===== config.mk =====
export PLATFORM = sky130hd
export DESIGN_NAME = adjacency_matrix_graph_store_flat
export DESIGN_NICKNAME = d
export VERILOG_FILES = /design/src/hdl/amgs_pkg.sv /design/src/hdl/amgs_req_if.sv /design/src/hdl/amgs_rsp_if.sv /design/src/hdl/amgs_dpath.sv /design/src/hdl/amgs_ctrl.sv /design/src/hdl/adjacency_matrix_graph_store.sv /design/src/flat_wrapper.sv
export SDC_FILE = /design/constraint.sdc
export NUM_CORES = 2
export LEC_CHECK = 0
export ABC_AREA = 1
export BUFFER_PORTS_ARGS = -buffer_cell sky130_fd_sc_hd__clkbuf_2
export CORE_MARGIN = 2
export CORE_UTILIZATION = 55
export DETAILED_ROUTE_END_ITERATION = 16
export PLACE_DENSITY = 0.71
export SYNTH_ARGS = -nofsm -noshare
export SYNTH_HDL_FRONTEND = slang
export SYNTH_SLANG_ARGS = --single-unit
export TNS_END_PERCENT = 10

===== constraint.sdc =====
create_clock -name clock -period 10.54 [get_ports clock]
set_clock_uncertainty 0.05 [all_clocks]
set_input_delay 0.527 -clock clock [delete_from_list [all_inputs] [get_ports clock]]
set_output_delay 0.527 -clock clock [all_outputs]
set_load 0.05 [all_outputs]

===== src/hdl/amgs_pkg.sv =====
// Shared types and constants for the adjacency matrix graph store.
// Holds op and status codes, command/status structs between controller and datapath.
// No dependencies.
package amgs_pkg;

   localparam int unsigned MAX_VERTICES_DEF = 32;
   localparam int unsigned LABEL_W  = 8;
   localparam int unsigned OP_W     = 2;
   localparam int unsigned STATUS_W = 2;
   localparam int unsigned KIND_W   = 2;

   localparam logic [OP_W-1:0] OP_ADD_VERTEX = 2'd0;
   localparam logic [OP_W-1:0] OP_ADD_EDGE   = 2'd1;
   localparam logic [OP_W-1:0] OP_TEST_EDGE  = 2'd2;
   localparam logic [OP_W-1:0] OP_LIST       = 2'd3;

   localparam logic [STATUS_W-1:0] ST_OK      = 2'd0;
   localparam logic [STATUS_W-1:0] ST_UNKNOWN = 2'd1;
   localparam logic [STATUS_W-1:0] ST_FULL    = 2'd2;

   // response kinds loaded into the output register
   localparam logic [KIND_W-1:0] RSP_PLAIN = 2'd0;
   localparam logic [KIND_W-1:0] RSP_EDGE  = 2'd1;
   localparam logic [KIND_W-1:0] RSP_NBR   = 2'd2;

   typedef struct packed {
      logic                idx_clr;
      logic                idx_inc;
      logic                srch_rd;
      logic                lbl_rd;
      logic                add_vtx;
      logic                adj_rd_a;
      logic                adj_rd_b;
      logic                adj_wr_a;
      logic                adj_wr_b;
      logic                row_load;
      logic                row_clr_bit;
      logic                rsp_load;
      logic [KIND_W-1:0]   rsp_kind;
      logic [STATUS_W-1:0] rsp_status;
   } cmd_type;

   typedef struct packed {
      logic [OP_W-1:0] op;
      logic            full;
      logic            idx_end;
      logic            chk_busy;
      logic            found_a;
      logic            found_b;
      logic            row_bit;
      logic            row_empty;
      logic            row_in_empty;
      logic            rsp_busy;
   } stat_type;

endpackage


===== src/hdl/amgs_req_if.sv =====
// Request channel of the graph store: valid/ready handshake with op and labels.
// Depends on amgs_pkg.
interface amgs_req_if;
   logic                          valid;
   logic                          ready;
   logic [amgs_pkg::OP_W-1:0]     op;
   logic [amgs_pkg::LABEL_W-1:0]  label_a;
   logic [amgs_pkg::LABEL_W-1:0]  label_b;

   modport source (output valid, output op, output label_a, output label_b, input ready);
   modport sink   (input valid, input op, input label_a, input label_b, output ready);
endinterface


===== src/hdl/amgs_rsp_if.sv =====
// Response channel of the graph store: valid/ready handshake with result fields.
// Depends on amgs_pkg.
interface amgs_rsp_if;
   logic                          valid;
   logic                          ready;
   logic [amgs_pkg::STATUS_W-1:0] status;
   logic                          edge_found;
   logic                          neighbour_valid;
   logic [amgs_pkg::LABEL_W-1:0]  neighbour_label;
   logic                          last;

   modport source (output valid, output status, output edge_found, output neighbour_valid,
                   output neighbour_label, output last, input ready);
   modport sink   (input valid, input status, input edge_found, input neighbour_valid,
                   input neighbour_label, input last, output ready);
endinterface


===== src/hdl/amgs_dpath.sv =====
// Datapath of the graph store: label and adjacency memories, slot counters,
// search flags, neighbour row register and the response register.
// Depends on amgs_pkg; driven by amgs_ctrl through cmd_type.
module amgs_dpath #(
   parameter int unsigned MAX_VERTICES = amgs_pkg::MAX_VERTICES_DEF
) (
   input  logic                          clock,
   input  logic                          reset,
   input  logic                          req_take,
   input  logic [amgs_pkg::OP_W-1:0]     req_op,
   input  logic [amgs_pkg::LABEL_W-1:0]  req_label_a,
   input  logic [amgs_pkg::LABEL_W-1:0]  req_label_b,
   input  amgs_pkg::cmd_type             cmd,
   output amgs_pkg::stat_type            stat,
   output logic                          rsp_valid,
   input  logic                          rsp_ready,
   output logic [amgs_pkg::STATUS_W-1:0] rsp_status,
   output logic                          rsp_edge_found,
   output logic                          rsp_neighbour_valid,
   output logic [amgs_pkg::LABEL_W-1:0]  rsp_neighbour_label,
   output logic                          rsp_last
);

   localparam int unsigned IW = $clog2(MAX_VERTICES);
   localparam int unsigned CW = $clog2(MAX_VERTICES + 1);

   logic [amgs_pkg::LABEL_W-1:0] lbl_mem [MAX_VERTICES];
   logic [MAX_VERTICES-1:0]      adj_mem [MAX_VERTICES];

   logic [amgs_pkg::OP_W-1:0]    op_ff;
   logic [amgs_pkg::LABEL_W-1:0] la_ff, lb_ff;
   logic [CW-1:0]                count_ff, count_in;
   logic [CW-1:0]                idx_ff, idx_in;
   logic                         chk_ff;
   logic                         found_a_ff, found_a_in, found_b_ff, found_b_in;
   logic [IW-1:0]                slot_a_ff, slot_a_in, slot_b_ff, slot_b_in;
   logic [amgs_pkg::LABEL_W-1:0] lbl_rd_ff;
   logic [IW-1:0]                lbl_addr_ff;
   logic [MAX_VERTICES-1:0]      adj_rd_ff;
   logic [MAX_VERTICES-1:0]      row_ff, row_in;
   logic [MAX_VERTICES-1:0]      cnt_mask;
   logic [MAX_VERTICES-1:0]      bit_a, bit_b;

   logic                          rsp_valid_ff, rsp_valid_in;
   logic [amgs_pkg::STATUS_W-1:0] rsp_status_ff, rsp_status_in;
   logic                          rsp_found_ff, rsp_found_in;
   logic                          rsp_nv_ff, rsp_nv_in;
   logic [amgs_pkg::LABEL_W-1:0]  rsp_label_ff, rsp_label_in;
   logic                          rsp_last_ff, rsp_last_in;

   logic          adj_we;
   logic [IW-1:0] adj_waddr, adj_raddr;
   logic [MAX_VERTICES-1:0] adj_wdata;

   always_comb begin
      for (int j = 0; j < int'(MAX_VERTICES); j++) begin
         cnt_mask[j] = (j < int'(count_ff));
      end
   end

   assign bit_a = {{(MAX_VERTICES-1){1'b0}}, 1'b1} << slot_a_ff;
   assign bit_b = {{(MAX_VERTICES-1){1'b0}}, 1'b1} << slot_b_ff;

   // label memory
   always_ff @(posedge clock) begin
      if (cmd.add_vtx) begin
         lbl_mem[count_ff[IW-1:0]] <= la_ff;
      end
      if (cmd.srch_rd || cmd.lbl_rd) begin
         lbl_rd_ff   <= lbl_mem[idx_ff[IW-1:0]];
         lbl_addr_ff <= idx_ff[IW-1:0];
      end
   end

   // adjacency memory; a new slot gets a cleared row
   always_comb begin
      adj_we    = cmd.add_vtx || cmd.adj_wr_a || cmd.adj_wr_b;
      adj_waddr = slot_a_ff;
      adj_wdata = adj_rd_ff | bit_b;
      if (cmd.add_vtx) begin
         adj_waddr = count_ff[IW-1:0];
         adj_wdata = '0;
      end else if (cmd.adj_wr_b) begin
         adj_waddr = slot_b_ff;
         adj_wdata = adj_rd_ff | bit_a;
      end
      adj_raddr = cmd.adj_rd_b ? slot_b_ff : slot_a_ff;
   end

   always_ff @(posedge clock) begin
      if (adj_we) begin
         adj_mem[adj_waddr] <= adj_wdata;
      end
      if (cmd.adj_rd_a || cmd.adj_rd_b) begin
         adj_rd_ff <= adj_mem[adj_raddr];
      end
   end

   always_comb begin
      count_in = count_ff + CW'(cmd.add_vtx);

      idx_in = idx_ff;
      if (req_take || cmd.idx_clr) begin
         idx_in = '0;
      end else if (cmd.idx_inc) begin
         idx_in = idx_ff + CW'(1);
      end

      found_a_in = found_a_ff;
      found_b_in = found_b_ff;
      slot_a_in  = slot_a_ff;
      slot_b_in  = slot_b_ff;
      if (req_take) begin
         found_a_in = 1'b0;
         found_b_in = 1'b0;
      end else if (chk_ff) begin
         // keep the lowest matching slot
         if (!found_a_ff && lbl_rd_ff == la_ff) begin
            found_a_in = 1'b1;
            slot_a_in  = lbl_addr_ff;
         end
         if (!found_b_ff && lbl_rd_ff == lb_ff) begin
            found_b_in = 1'b1;
            slot_b_in  = lbl_addr_ff;
         end
      end

      row_in = row_ff;
      if (cmd.row_load) begin
         row_in = adj_rd_ff & cnt_mask;
      end else if (cmd.row_clr_bit) begin
         row_in[idx_ff[IW-1:0]] = 1'b0;
      end
   end

   always_comb begin
      rsp_valid_in  = rsp_valid_ff && !rsp_ready;
      rsp_status_in = rsp_status_ff;
      rsp_found_in  = rsp_found_ff;
      rsp_nv_in     = rsp_nv_ff;
      rsp_label_in  = rsp_label_ff;
      rsp_last_in   = rsp_last_ff;
      if (cmd.rsp_load) begin
         rsp_valid_in  = 1'b1;
         rsp_status_in = cmd.rsp_status;
         rsp_found_in  = 1'b0;
         rsp_nv_in     = 1'b0;
         rsp_label_in  = '0;
         rsp_last_in   = 1'b1;
         unique case (cmd.rsp_kind)
            amgs_pkg::RSP_EDGE: begin
               rsp_status_in = amgs_pkg::ST_OK;
               rsp_found_in  = adj_rd_ff[slot_b_ff];
            end
            amgs_pkg::RSP_NBR: begin
               rsp_status_in = amgs_pkg::ST_OK;
               rsp_nv_in     = 1'b1;
               rsp_label_in  = lbl_rd_ff;
               rsp_last_in   = (row_ff == '0);
            end
            default: begin
            end
         endcase
      end
   end

   always_ff @(posedge clock) begin
      if (reset) begin
         count_ff     <= '0;
         idx_ff       <= '0;
         chk_ff       <= 1'b0;
         found_a_ff   <= 1'b0;
         found_b_ff   <= 1'b0;
         rsp_valid_ff <= 1'b0;
      end else begin
         count_ff     <= count_in;
         idx_ff       <= idx_in;
         chk_ff       <= cmd.srch_rd;
         found_a_ff   <= found_a_in;
         found_b_ff   <= found_b_in;
         rsp_valid_ff <= rsp_valid_in;
      end
   end

   always_ff @(posedge clock) begin
      if (req_take) begin
         op_ff <= req_op;
         la_ff <= req_label_a;
         lb_ff <= req_label_b;
      end
      slot_a_ff     <= slot_a_in;
      slot_b_ff     <= slot_b_in;
      row_ff        <= row_in;
      rsp_status_ff <= rsp_status_in;
      rsp_found_ff  <= rsp_found_in;
      rsp_nv_ff     <= rsp_nv_in;
      rsp_label_ff  <= rsp_label_in;
      rsp_last_ff   <= rsp_last_in;
   end

   always_comb begin
      stat.op           = op_ff;
      stat.full         = (count_ff == CW'(MAX_VERTICES));
      stat.idx_end      = (idx_ff == count_ff);
      stat.chk_busy     = chk_ff;
      stat.found_a      = found_a_ff;
      stat.found_b      = found_b_ff;
      stat.row_bit      = row_ff[idx_ff[IW-1:0]];
      stat.row_empty    = (row_ff == '0);
      stat.row_in_empty = ((adj_rd_ff & cnt_mask) == '0);
      stat.rsp_busy     = rsp_valid_ff && !rsp_ready;
   end

   assign rsp_valid           = rsp_valid_ff;
   assign rsp_status          = rsp_status_ff;
   assign rsp_edge_found      = rsp_found_ff;
   assign rsp_neighbour_valid = rsp_nv_ff;
   assign rsp_neighbour_label = rsp_label_ff;
   assign rsp_last            = rsp_last_ff;

endmodule


===== src/hdl/amgs_ctrl.sv =====
// Controller of the graph store: sequences vertex add, search, edge update, edge test and
// neighbour walk. Depends on amgs_pkg; commands amgs_dpath via cmd_type.
module amgs_ctrl (
   input  logic               clock,
   input  logic               reset,
   input  logic               req_valid,
   output logic               req_ready,
   output logic               req_take,
   input  amgs_pkg::stat_type stat,
   output amgs_pkg::cmd_type  cmd
);

   localparam logic [3:0] S_IDLE    = 4'd0;
   localparam logic [3:0] S_START   = 4'd1;
   localparam logic [3:0] S_SEARCH  = 4'd2;
   localparam logic [3:0] S_DECIDE  = 4'd3;
   localparam logic [3:0] S_WR_A    = 4'd4;
   localparam logic [3:0] S_RD_B    = 4'd5;
   localparam logic [3:0] S_WR_B    = 4'd6;
   localparam logic [3:0] S_RESP_OK = 4'd7;
   localparam logic [3:0] S_TEST    = 4'd8;
   localparam logic [3:0] S_LOAD    = 4'd9;
   localparam logic [3:0] S_WALK    = 4'd10;
   localparam logic [3:0] S_EMIT    = 4'd11;

   logic [3:0] state_ff, state_in;

   assign req_ready = (state_ff == S_IDLE);
   assign req_take  = req_valid && req_ready;

   always_comb begin
      cmd      = '0;
      state_in = state_ff;
      unique case (state_ff)
         S_IDLE: begin
            if (req_take) begin
               state_in = S_START;
            end
         end
         S_START: begin
            if (stat.op == amgs_pkg::OP_ADD_VERTEX) begin
               if (!stat.rsp_busy) begin
                  cmd.rsp_load   = 1'b1;
                  cmd.rsp_kind   = amgs_pkg::RSP_PLAIN;
                  cmd.rsp_status = stat.full ? amgs_pkg::ST_FULL : amgs_pkg::ST_OK;
                  cmd.add_vtx    = !stat.full;
                  state_in       = S_IDLE;
               end
            end else begin
               state_in = S_SEARCH;
            end
         end
         S_SEARCH: begin
            if (!stat.idx_end) begin
               cmd.srch_rd = 1'b1;
               cmd.idx_inc = 1'b1;
            end else if (!stat.chk_busy) begin
               state_in = S_DECIDE;
            end
         end
         S_DECIDE: begin
            if (!stat.found_a || (stat.op != amgs_pkg::OP_LIST && !stat.found_b)) begin
               if (!stat.rsp_busy) begin
                  cmd.rsp_load   = 1'b1;
                  cmd.rsp_kind   = amgs_pkg::RSP_PLAIN;
                  cmd.rsp_status = amgs_pkg::ST_UNKNOWN;
                  state_in       = S_IDLE;
               end
            end else begin
               cmd.adj_rd_a = 1'b1;
               if (stat.op == amgs_pkg::OP_ADD_EDGE) begin
                  state_in = S_WR_A;
               end else if (stat.op == amgs_pkg::OP_TEST_EDGE) begin
                  state_in = S_TEST;
               end else begin
                  state_in = S_LOAD;
               end
            end
         end
         S_WR_A: begin
            cmd.adj_wr_a = 1'b1;
            state_in     = S_RD_B;
         end
         S_RD_B: begin
            cmd.adj_rd_b = 1'b1;
            state_in     = S_WR_B;
         end
         S_WR_B: begin
            cmd.adj_wr_b = 1'b1;
            state_in     = S_RESP_OK;
         end
         S_RESP_OK: begin
            if (!stat.rsp_busy) begin
               cmd.rsp_load   = 1'b1;
               cmd.rsp_kind   = amgs_pkg::RSP_PLAIN;
               cmd.rsp_status = amgs_pkg::ST_OK;
               state_in       = S_IDLE;
            end
         end
         S_TEST: begin
            if (!stat.rsp_busy) begin
               cmd.rsp_load = 1'b1;
               cmd.rsp_kind = amgs_pkg::RSP_EDGE;
               state_in     = S_IDLE;
            end
         end
         S_LOAD: begin
            if (stat.row_in_empty) begin
               if (!stat.rsp_busy) begin
                  cmd.rsp_load   = 1'b1;
                  cmd.rsp_kind   = amgs_pkg::RSP_PLAIN;
                  cmd.rsp_status = amgs_pkg::ST_OK;
                  state_in       = S_IDLE;
               end
            end else begin
               cmd.row_load = 1'b1;
               cmd.idx_clr  = 1'b1;
               state_in     = S_WALK;
            end
         end
         S_WALK: begin
            if (stat.row_bit) begin
               cmd.lbl_rd      = 1'b1;
               cmd.row_clr_bit = 1'b1;
               state_in        = S_EMIT;
            end else begin
               cmd.idx_inc = 1'b1;
            end
         end
         S_EMIT: begin
            if (!stat.rsp_busy) begin
               cmd.rsp_load = 1'b1;
               cmd.rsp_kind = amgs_pkg::RSP_NBR;
               if (stat.row_empty) begin
                  state_in = S_IDLE;
               end else begin
                  cmd.idx_inc = 1'b1;
                  state_in    = S_WALK;
               end
            end
         end
         default: begin
            state_in = S_IDLE;
         end
      endcase
   end

   always_ff @(posedge clock) begin
      if (reset) begin
         state_ff <= S_IDLE;
      end else begin
         state_ff <= state_in;
      end
   end

endmodule


===== src/hdl/adjacency_matrix_graph_store.sv =====
// Undirected graph store, top level: request and response channels,
// controller and datapath. Depends on amgs_pkg, amgs_req_if, amgs_rsp_if,
// amgs_ctrl and amgs_dpath.
//
// Usage: a request (op, label_a, label_b) is taken on req_bus when valid and
// ready are high. Ops: add vertex, add edge, test edge, list neighbours.
// Every request gives one response on rsp_bus, except a listing that gives
// one response per neighbour in slot order; the final one has last set.
// After a request is accepted, add vertex responds from the start state.
// Edge ops and listings first scan the label memory one slot per cycle;
// then an unknown label is answered from the decide state, add edge sets
// the edge bit in row a, then in row b, test edge reads row a, and a listing
// reads row a and walks it one slot per cycle, stopping at each neighbour
// to read and emit its label; an emit waits while a response is stalled.
// Ready is high only between requests, from the edge that loads the last
// response on. The single label memory read port sets the pace.
// Reset clears the vertex count; rows are cleared as vertices are added,
// so the block takes requests right after reset.
// A stalled response holds in the output register; the next request is
// taken meanwhile, and its work waits only when it needs to respond.
module adjacency_matrix_graph_store #(
   parameter int unsigned MAX_VERTICES = amgs_pkg::MAX_VERTICES_DEF
) (
   input logic        clock,
   input logic        reset,
   amgs_req_if.sink   req_bus,
   amgs_rsp_if.source rsp_bus
);

   amgs_pkg::cmd_type  cmd;
   amgs_pkg::stat_type stat;
   logic               req_take;

   amgs_ctrl u_ctrl (
      .clock     (clock),
      .reset     (reset),
      .req_valid (req_bus.valid),
      .req_ready (req_bus.ready),
      .req_take  (req_take),
      .stat      (stat),
      .cmd       (cmd)
   );

   amgs_dpath #(
      .MAX_VERTICES (MAX_VERTICES)
   ) u_dpath (
      .clock               (clock),
      .reset               (reset),
      .req_take            (req_take),
      .req_op              (req_bus.op),
      .req_label_a         (req_bus.label_a),
      .req_label_b         (req_bus.label_b),
      .cmd                 (cmd),
      .stat                (stat),
      .rsp_valid           (rsp_bus.valid),
      .rsp_ready           (rsp_bus.ready),
      .rsp_status          (rsp_bus.status),
      .rsp_edge_found      (rsp_bus.edge_found),
      .rsp_neighbour_valid (rsp_bus.neighbour_valid),
      .rsp_neighbour_label (rsp_bus.neighbour_label),
      .rsp_last            (rsp_bus.last)
   );

endmodule


===== src/flat_wrapper.sv =====
// flat-port wrapper written by rule: the top's interface ports become plain ports
module adjacency_matrix_graph_store_flat 
#(
   parameter int unsigned MAX_VERTICES = amgs_pkg::MAX_VERTICES_DEF
)
  (clock, reset, req_bus_valid, req_bus_op, req_bus_label_a, req_bus_label_b, req_bus_ready, rsp_bus_valid, rsp_bus_status, rsp_bus_edge_found, rsp_bus_neighbour_valid, rsp_bus_neighbour_label, rsp_bus_last, rsp_bus_ready);
  amgs_req_if req_bus_i ();
  amgs_rsp_if rsp_bus_i ();
  input logic clock;
  input logic reset;
  input wire logic [$bits(req_bus_i.valid)-1:0] req_bus_valid;
  input wire logic [$bits(req_bus_i.op)-1:0] req_bus_op;
  input wire logic [$bits(req_bus_i.label_a)-1:0] req_bus_label_a;
  input wire logic [$bits(req_bus_i.label_b)-1:0] req_bus_label_b;
  output wire logic [$bits(req_bus_i.ready)-1:0] req_bus_ready;
  output wire logic [$bits(rsp_bus_i.valid)-1:0] rsp_bus_valid;
  output wire logic [$bits(rsp_bus_i.status)-1:0] rsp_bus_status;
  output wire logic [$bits(rsp_bus_i.edge_found)-1:0] rsp_bus_edge_found;
  output wire logic [$bits(rsp_bus_i.neighbour_valid)-1:0] rsp_bus_neighbour_valid;
  output wire logic [$bits(rsp_bus_i.neighbour_label)-1:0] rsp_bus_neighbour_label;
  output wire logic [$bits(rsp_bus_i.last)-1:0] rsp_bus_last;
  input wire logic [$bits(rsp_bus_i.ready)-1:0] rsp_bus_ready;
  assign req_bus_i.valid = req_bus_valid;
  assign req_bus_i.op = req_bus_op;
  assign req_bus_i.label_a = req_bus_label_a;
  assign req_bus_i.label_b = req_bus_label_b;
  assign req_bus_ready = req_bus_i.ready;
  assign rsp_bus_valid = rsp_bus_i.valid;
  assign rsp_bus_status = rsp_bus_i.status;
  assign rsp_bus_edge_found = rsp_bus_i.edge_found;
  assign rsp_bus_neighbour_valid = rsp_bus_i.neighbour_valid;
  assign rsp_bus_neighbour_label = rsp_bus_i.neighbour_label;
  assign rsp_bus_last = rsp_bus_i.last;
  assign rsp_bus_i.ready = rsp_bus_ready;
  adjacency_matrix_graph_store #(.MAX_VERTICES(MAX_VERTICES)) u_core (.clock(clock), .reset(reset), .req_bus(req_bus_i), .rsp_bus(rsp_bus_i));
endmodule

Word-level counts from Yosys, hierarchy flattened
Memories as Yosys holds them, arrays and structs flattened. A register that Yosys moved wholly into a read port is not among the register bits.
Cells that the tools add are included.
{ "totals": {"regBits": 98, "ram_bits": 1280, "inputBits": 22, "out_inout_bits": 15, "elab_cells": 182, "mem_count": 2} }
{ "memory_table": {"columns": ["name", "depth", "word_bits", "read_ports", "rd_ports_with_merged_regs", "write_ports", "line", "rtl"], "rows": [
  ["u_core.u_dpath.adj_mem", 32, 32, 1, 1, 1, "amgs_dpath.sv:28", "logic [MAX_VERTICES-1:0] adj_mem [MAX_VERTICES];"],
  ["u_core.u_dpath.lbl_mem", 32, 8, 1, 1, 1, "amgs_dpath.sv:27", "logic [amgs_pkg::LABEL_W-1:0] lbl_mem [MAX_VERTICES];"]
]} }
{ "classes": {"n_addsub": 2, "magnitude_cmp": 35, "n_eq_ne": 25, "shift": 2, "n_mux": 61, "bitwise": 6, "reduce_logical": 30} }
{ "op_table": {"columns": ["cell", "count"], "rows": [
  ["32-bit 2-to-1 mux", 4],
  ["5-bit by 6-bit less-than comparator with 1-bit output, first input constant", 16],
  ["32-bit AND", 2],
  ["32-bit zero test", 2],
  ["32-bit bitwise OR", 2],
  ["1-bit by 5-bit << shifter with 32-bit output, first input constant", 2],
  ["4-bit by 6-bit less-than comparator with 1-bit output, first input constant", 8],
  ["5-bit 2-to-1 mux", 9],
  ["4-bit 2-to-1 mux", 11],
  ["4-bit case mux with 11 select lines", 1],
  ["32-bit inverter", 1],
  ["1-bit 2-to-1 mux", 26],
  ["3-bit by 6-bit less-than comparator with 1-bit output, first input constant", 4],
  ["3-bit case mux with 6 select lines", 1],
  ["4-bit by 3-bit == test with 1-bit output, second input constant", 4],
  ["4-bit == test, second input constant", 4],
  ["8-bit == test", 2],
  ["1-bit by 6-bit less-than comparator with 1-bit output, first input constant", 2],
  ["2-bit by 6-bit less-than comparator with 1-bit output, first input constant", 2],
  ["5-bit by 6-bit less-than comparator with 1-bit output, second input constant", 2],
  ["1-bit binary-select mux with 5-bit select", 2],
  ["2-bit != test, second input constant", 5],
  ["4-bit by 2-bit == test with 1-bit output, second input constant", 2],
  ["2-bit case mux with 4 select lines", 1],
  ["other kinds (24)", 46]
]} }

Depth between registers and ports, before layout
{ "depth": {"depth_word": 9, "mapped_depth": 17, "ltp_nobuf": 15} }

Cells and area by module
A second synthesis with hierarchy kept.
{ "unflattened": {"cells_unflattened": 6111, "hier_area_um2": 63081.8} }
{ "modules_own_cells": {"columns": ["module", "n_inst", "cells_each", "area_each_um2", "seq_area_each_um2"], "rows": [
  ["amgs_dpath", 1, 5980, 62388.6, 42300.6],
  ["amgs_ctrl", 1, 131, 693.2, 80.1]
]} }

Worst setup path after synthesis
OpenSTA, ideal clock, no wires.
{ "synth_path": {"path_kind": "register to register", "startpoint": "reg u_core.u_dpath.rsp_valid_ff, in the netlist u_core.u_dpath.rsp_valid", "endpoint": "mem u_core.u_dpath.adj_mem[17][0] in the netlist's numbering (enable)", "setup_time_ns": 0.421, "t_arrival_ns": 3.167, "required_ns": 10.069, "setup_slack_ns": 6.902, "stages_incl_launch_ff": 11, "n_path_buf": 0, "period_less_slack_ns": 3.638, "cell_sequence": "dfxtp_1 > inv_1 > nor2_1 > nor2_2 > inv_2 > nor2_8 > inv_4 > nor2_1 > nor2_1 > nand3_2 > nor2_1"} }
{ "synth_between": {"elab_chain_cells": 8, "word_cells_on_any_way": 9, "cone_classes": "mux (6); reduce/logical (3)"} }
{ "synth_lines": {"columns": ["item", "line", "rtl"], "rows": [
  ["start, declared", "amgs_dpath.sv:44", "logic rsp_valid_ff, rsp_valid_in;"],
  ["start signal, assigned", "amgs_dpath.sv:181", "rsp_valid_ff <= rsp_valid_in;"],
  ["1-bit logical AND (*)", "amgs_dpath.sv:211", "stat.rsp_busy = rsp_valid_ff && !rsp_ready;"],
  ["1-bit 2-to-1 mux (*)", "amgs_ctrl.sv:42", "if (!stat.rsp_busy) begin"],
  ["1-bit 2-to-1 mux (*)", "amgs_ctrl.sv:41", "if (stat.op == amgs_pkg::OP_ADD_VERTEX) begin"],
  ["1-bit 2-to-1 mux (*)", "amgs_ctrl.sv:34", "unique case (state_ff)"],
  ["1-bit logical OR (2 in a row)", "amgs_dpath.sv:77", "adj_we = cmd.add_vtx || cmd.adj_wr_a || cmd.adj_wr_b;"],
  ["1-bit 2-to-1 mux", "amgs_dpath.sv:91", "if (adj_we) begin"],
  ["1-bit 2-to-1 mux (implied by the code)", "amgs_dpath.sv:92", "adj_mem[adj_waddr] <= adj_wdata;"],
  ["end, declared", "amgs_dpath.sv:28", null]
]} }
Every way passes the cells marked *; elsewhere a longest branch is shown, timed or not.

Final worst setup path
{ "layout_path": {"startpoint": "reg u_core.u_ctrl.state_ff[0]", "endpoint": "mem u_core.u_dpath.adj_mem[4][15] in the netlist's numbering (enable)"} }
{ "layout_between": {"elab_chain_cells": 6, "word_cells_on_any_way": 12, "cone_classes": "eq/ne (3); mux (7); reduce/logical (2)"} }
{ "layout_lines": {"columns": ["item", "line", "rtl"], "rows": [
  ["start, declared", "amgs_ctrl.sv:26", "logic [3:0] state_ff, state_in;"],
  ["start signal, assigned", "amgs_ctrl.sv:152", "state_ff <= state_in;"],
  ["4-bit by 1-bit == test with 1-bit output or 4-bit by 3-bit == test with 1-bit output (tied branches)", "amgs_ctrl.sv:34", null],
  ["1-bit 2-to-1 mux", "amgs_ctrl.sv:34", null],
  ["1-bit logical OR (2 in a row)", "amgs_dpath.sv:77", null],
  ["1-bit 2-to-1 mux", "amgs_dpath.sv:91", null],
  ["1-bit 2-to-1 mux (implied by the code)", "amgs_dpath.sv:92", null]
]} }
Parallel ways exist; a longest one is shown, timed or not.

==> results.yml <==
synthesis:
  ys_types: 46
  synth_area_sq_um: 58900
  synth-seq-area-share_pct: 72.0
  synth-edff-count: 1398
  yosys.area_share.simple_pct: 10.6
  synth_cells: 4780
  synth.net_count: 4813
  synth_fa_ha_area_share_pct: 0.234
  yosys_warnings: 0
  synthArstFlopShare_pct: 0
  synth_seq_cells: 1418
  syn_area_per_cell_sq_um: 12.3
  synth_mux_area_share_pct: 0.0510
  synth_compound_area_share_pct: 12.9
  synth_xor_xnor_area_share_pct: 0.149
  synth_top_family_by_area: "compound AO/OA/AOI/OAI gates"
  synth_ff_type: "edfxtp_1"
cts:
  postCtsSetupBuffers: 0
  cts_buffers: 146
  insertion_delay_ns: 0.76
  path_clk_slew_ns: 0.06
  cts_tree: "built"
  htreeDepth: 4
  clkSinkCount: 1418
  root_buffer: "clkbuf_16"
  clockBufferDepth: 3
finish:
  nets: 4805
  post-route-util_pct: 61.5
  design_area_sq_um: 65500
  diodes: 0
  drive_gt1_share_pct: 11.6
  area_growth_pct: 11.3
worst_setup_path:
  r2r_end: "u_core.u_dpath.adj_mem[4][15]"
  r2r_start: "u_core.u_ctrl.state_ff[0]"
  startpoint: "u_core.u_ctrl.state_ff[0]"
  crit_cells: 11
  critical-path-max-stage-delay_ns: 0.72
  cp_common_cell: "nand2_1"
  worstSetupPathType: "reg2reg"
  cp-start-kind: "flip-flop"
  cp_slowest_cell: "nor2_8"
  required_ns: 10.88
  reg2reg_slack_ns: 5.76
  r2r_cells: 11
  crit_chain: "nand2_1 -> nor2_1 -> nand2_1 -> nor2_2 -> inv_2 -> nor2_8 -> inv_4 -> o21ai_1 -> nand3_2 -> nor2_4 -> buf_4"
  critPathMaxFanout: 37
  crit_path_end_kind: "flip-flop"
  path_buf_inv: 3
  cp-endpoint: "u_core.u_dpath.adj_mem[4][15]"
  crit_arrival_ns: 5.12
  critical-path-top-delay-family: "simple AND/OR/NAND/NOR gates"
die:
  ioPinCount: 37
  dieArea_sq_um: 110000
  die_w_microns: 331
  core_area_sq_um: 107000
  fp-row-count: 120
  die_height_microns: 331
  initial_core_util_pct: 55.2
route:
  drtPass1Iterations: 7
  ant_nets: 0
  avgViaCountPerCell: 6.16
  drt-initial-drc-count: 5486
  wire_per_inst_microns: 24.7
  drc: 0
  wl_mm: 156
  via_count: 38800
timing:
  period_share_pct: 45.3
  fin_setup_tns_ns: 0
  relSlewSlack_pct: 8.63
  hold_viol: 0
  period_needed_ns: 4.78
  finalSetupViolCount: 0
  rsz0062_at_grt: "no"
  holdWs_ns: 0.114
  worst_pin_slew_ns: 1.37
  report.final.slew_viol_count: 0
  max_freq_mhz: 209
job:
  drv_cap: 0
global_routing:
  grt_overflow_total: 0
  grt_max_degree: 250
  grt_pass1_wl_mm: 230
  antenna_found_initial: 0
  grt_pass1_vias: 36300
  grt_usage_pct: 27.9
pwr:
  clockPowerShare_pct: 44.2
  sw_frac_of_total_pct: 20.0
  comb_power_share_pct: 1.2
  seqPwrFrac_pct: 54.6
  p_leak_nw: 22.4
  fin_total_pwr_mw: 11.3
  intPower_mw: 9.08
  peakVddDrop_uv: 136
  power.density_nw_per_um2: 173
  switchingPower_mw: 2.27
place:
  io_buffers: 36
  gp_congestion: 0.972
  placed_area_sq_um: 60600
  dpl.hpwl_mm: 80.4
outcome:
  outcome: "completed"
hold_path:
  hold_path_class: "in2reg"
[synthesized netlist by cell type, types with 2 or more instances]
| master | n | area share (%) |
|---|---|---|
| o22ai_1 | 70 | 0.74 |
| inv_1 | 291 | 1.9 |
| nand2_1 | 544 | 3.5 |
| nor2_1 | 454 | 2.9 |
| nor3_1 | 7 | 0.059 |
| o211ai_1 | 274 | 3.5 |
| nand3_1 | 278 | 2.4 |
| a221oi_1 | 17 | 0.25 |
| inv_2 | 14 | 0.089 |
| buf_2 | 115 | 0.98 |
| xnor2_1 | 3 | 0.045 |
| dfxtp_1 | 20 | 0.68 |
| a22o_1 | 8 | 0.12 |
| or2_2 | 126 | 1.3 |
| o21ai_0 | 643 | 5.5 |
| buf_4 | 12 | 0.15 |
| ha_1 | 11 | 0.23 |
| o21ai_1 | 83 | 0.71 |
| buf_6 | 3 | 0.057 |
| buf_1 | 19 | 0.12 |
| nor4_1 | 3 | 0.032 |
| a21oi_1 | 142 | 1.2 |
| o211ai_2 | 10 | 0.21 |
| xor2_1 | 7 | 0.10 |
| o21bai_1 | 39 | 0.50 |
| a211oi_1 | 4 | 0.051 |
| mux2i_1 | 3 | 0.051 |
| nor3_2 | 3 | 0.051 |
| a31oi_1 | 2 | 0.021 |
| edfxtp_1 | 1398 | 71 |
| nand3b_1 | 2 | 0.025 |
| nand3_2 | 4 | 0.068 |
| clkbuf_1 | 143 | 0.91 |
| nor2_2 | 3 | 0.032 |
| nor2_4 | 3 | 0.057 |
| o21ai_2 | 3 | 0.045 |
| nand4_1 | 10 | 0.11 |
[routing by layer]
| metal | GRT usage (%) | routed length (microns) | share of wire [%] | up-vias |
|---|---|---|---|---|
| met5 | 0 | 0 | 0 | - |
| met4 | 10.3 | 5500 | 3.5 | 0 |
| met1 | 39.3 | 62000 | 40 | 18900 |
| li1 | - | - | - | 17400 |
| met2 | 43.8 | 72600 | 47 | 2176 |
| met3 | 5.05 | 15400 | 9.9 | 362 |
[sequential cells by signal (all words and copies together) (netlist names)]
| signal | cells |
|---|---|
| u_core.u_dpath.count_ff | 6 |
| u_core.u_dpath.slot_b_ff | 5 |
| u_core.u_dpath.lb_ff | 8 |
| u_core.u_dpath.rsp_neighbour_valid | 1 |
| u_core.u_dpath.lbl_addr_ff | 5 |
| u_core.u_dpath.lbl_rd_ff | 8 |
| u_core.u_dpath.op_ff | 2 |
| u_core.u_dpath.adj_rd_ff | 32 |
| u_core.u_ctrl.state_ff | 4 |
| u_core.u_dpath.slot_a_ff | 5 |
| u_core.u_dpath.la_ff | 8 |
| u_core.u_dpath.lbl_mem | 256 |
| u_core.u_dpath.rsp_last | 1 |
| u_core.u_dpath.found_b_ff | 1 |
| u_core.u_dpath.idx_ff | 6 |
| u_core.u_dpath.adj_mem | 1024 |
| u_core.u_dpath.found_a_ff | 1 |
| u_core.u_dpath.rsp_status | 2 |
| u_core.u_dpath.rsp_neighbour_label | 8 |
| u_core.u_dpath.rsp_valid | 1 |
| u_core.u_dpath.chk_ff | 1 |
| u_core.u_dpath.row_ff | 32 |
| u_core.u_dpath.rsp_edge_found | 1 |
[cells by family after synthesis]
kind of cell	count (synthesis)
AOI/OAI and AO/OA	1298
xor gates and xnor gates	10
adders and majority gates	11
buffers and inverters	600
DFF	1418
muxes	3
and+or+nand+nor	1440
[worst min-delay path by stage]
stage                                  start  cells after the start  slack [ns]                            end
3_3_place_gp   u_core.u_dpath.lbl_addr_ff[1]                      0        0.38    u_core.u_dpath.slot_a_ff[1]
6_report                               reset                      2        0.11      u_core.u_ctrl.state_ff[1]
5_1_grt                                reset                      2        0.09      u_core.u_ctrl.state_ff[3]
4_1_cts                                reset                      2        0.06      u_core.u_ctrl.state_ff[1]
2_1_floorplan       u_core.u_dpath.idx_ff[2]                      0        0.35  u_core.u_dpath.lbl_addr_ff[2]
3_5_place_dp   u_core.u_dpath.lbl_addr_ff[1]                      0        0.39    u_core.u_dpath.slot_a_ff[1]
[cells in the final DEF (no fill, tap or decap), types with 11 or more instances in the layout]
cell / netlist / final
buf_4: 12 / 77
o21bai_1: 39 / 39
o211ai_1: 274 / 274
a221oi_1: 17 / 17
nand3_1: 278 / 278
clkinv_1: 1 / 31
ha_1: 11 / 11
o21ai_0: 643 / 641
clkbuf_2: 1 / 36
inv_2: 14 / 12
inv_1: 291 / 288
o21ai_1: 83 / 81
nor2_1: 454 / 422
or2_2: 126 / 126
nand2_1: 544 / 544
a21oi_2: 0 / 24
nor2_4: 3 / 35
clkbuf_1: 143 / 36
a21oi_1: 142 / 110
clkbuf_16: 0 / 151
edfxtp_1: 1398 / 1398
clkinv_2: 0 / 23
dlygate4sd3_1: 0 / 18
o22ai_1: 70 / 70
dfxtp_1: 20 / 18
[repair_timing]
| item | 4_1_cts | 5_1_grt |
|---|---|---|
| resized for setup | 0 | 0 |
| endpoints found under the hold margin | 18 | 0 |
| setup endpoints to repair | 0 | 0 |
| hold buffers | 18 | 0 |
[worst register-to-register path, stage by stage, from the launching register on]
cell     delay [ns]
dfxtp_1        0.51
nand2_1        0.20
nor2_1         0.19
nand2_1        0.12
nor2_2         0.26
inv_2          0.13
nor2_8         0.72
inv_4          0.15
o21ai_1        0.35
nand3_2        0.46
nor2_4         0.70
buf_4          0.51
[power by group through the flow]
| stage | sequential [mW] | clock (mW) | combinational (mW) |
|---|---|---|---|
| floorplan | 6.32 | 0 | 0.0572 |
| global placement | 6.32 | 0 | 0.120 |
| detailed placement | 6.32 | 0 | 0.122 |
| CTS | 6.20 | 5.06 | 0.128 |
| global route | 6.20 | 5.29 | 0.142 |
| finish | 6.20 | 5.01 | 0.132 |
[stage by stage]
| step | instances | setup WS (ns) |
|---|---|---|
| floorplan | 4780 | 6.90 |
| global placement | 6005 | 6.05 |
| CTS | 6293 | 5.94 |
| finish | 6296 | 5.76 |
| global route | 6296 | 5.55 |
| detailed placement | 6006 | 6.00 |
[final cells by class]
type	count	area, sq um
Multi-Input combinational cell	2762	14500
Clock inverter	81	717
Sequential cell	1418	42400
Inverter	307	1170
Fill cell	7982	41100
Tap cell	1403	1760
Clock buffer	188	3930
Timing Repair Buffer	137	1040
No activity file was read; power rests on OpenSTA's default activity.
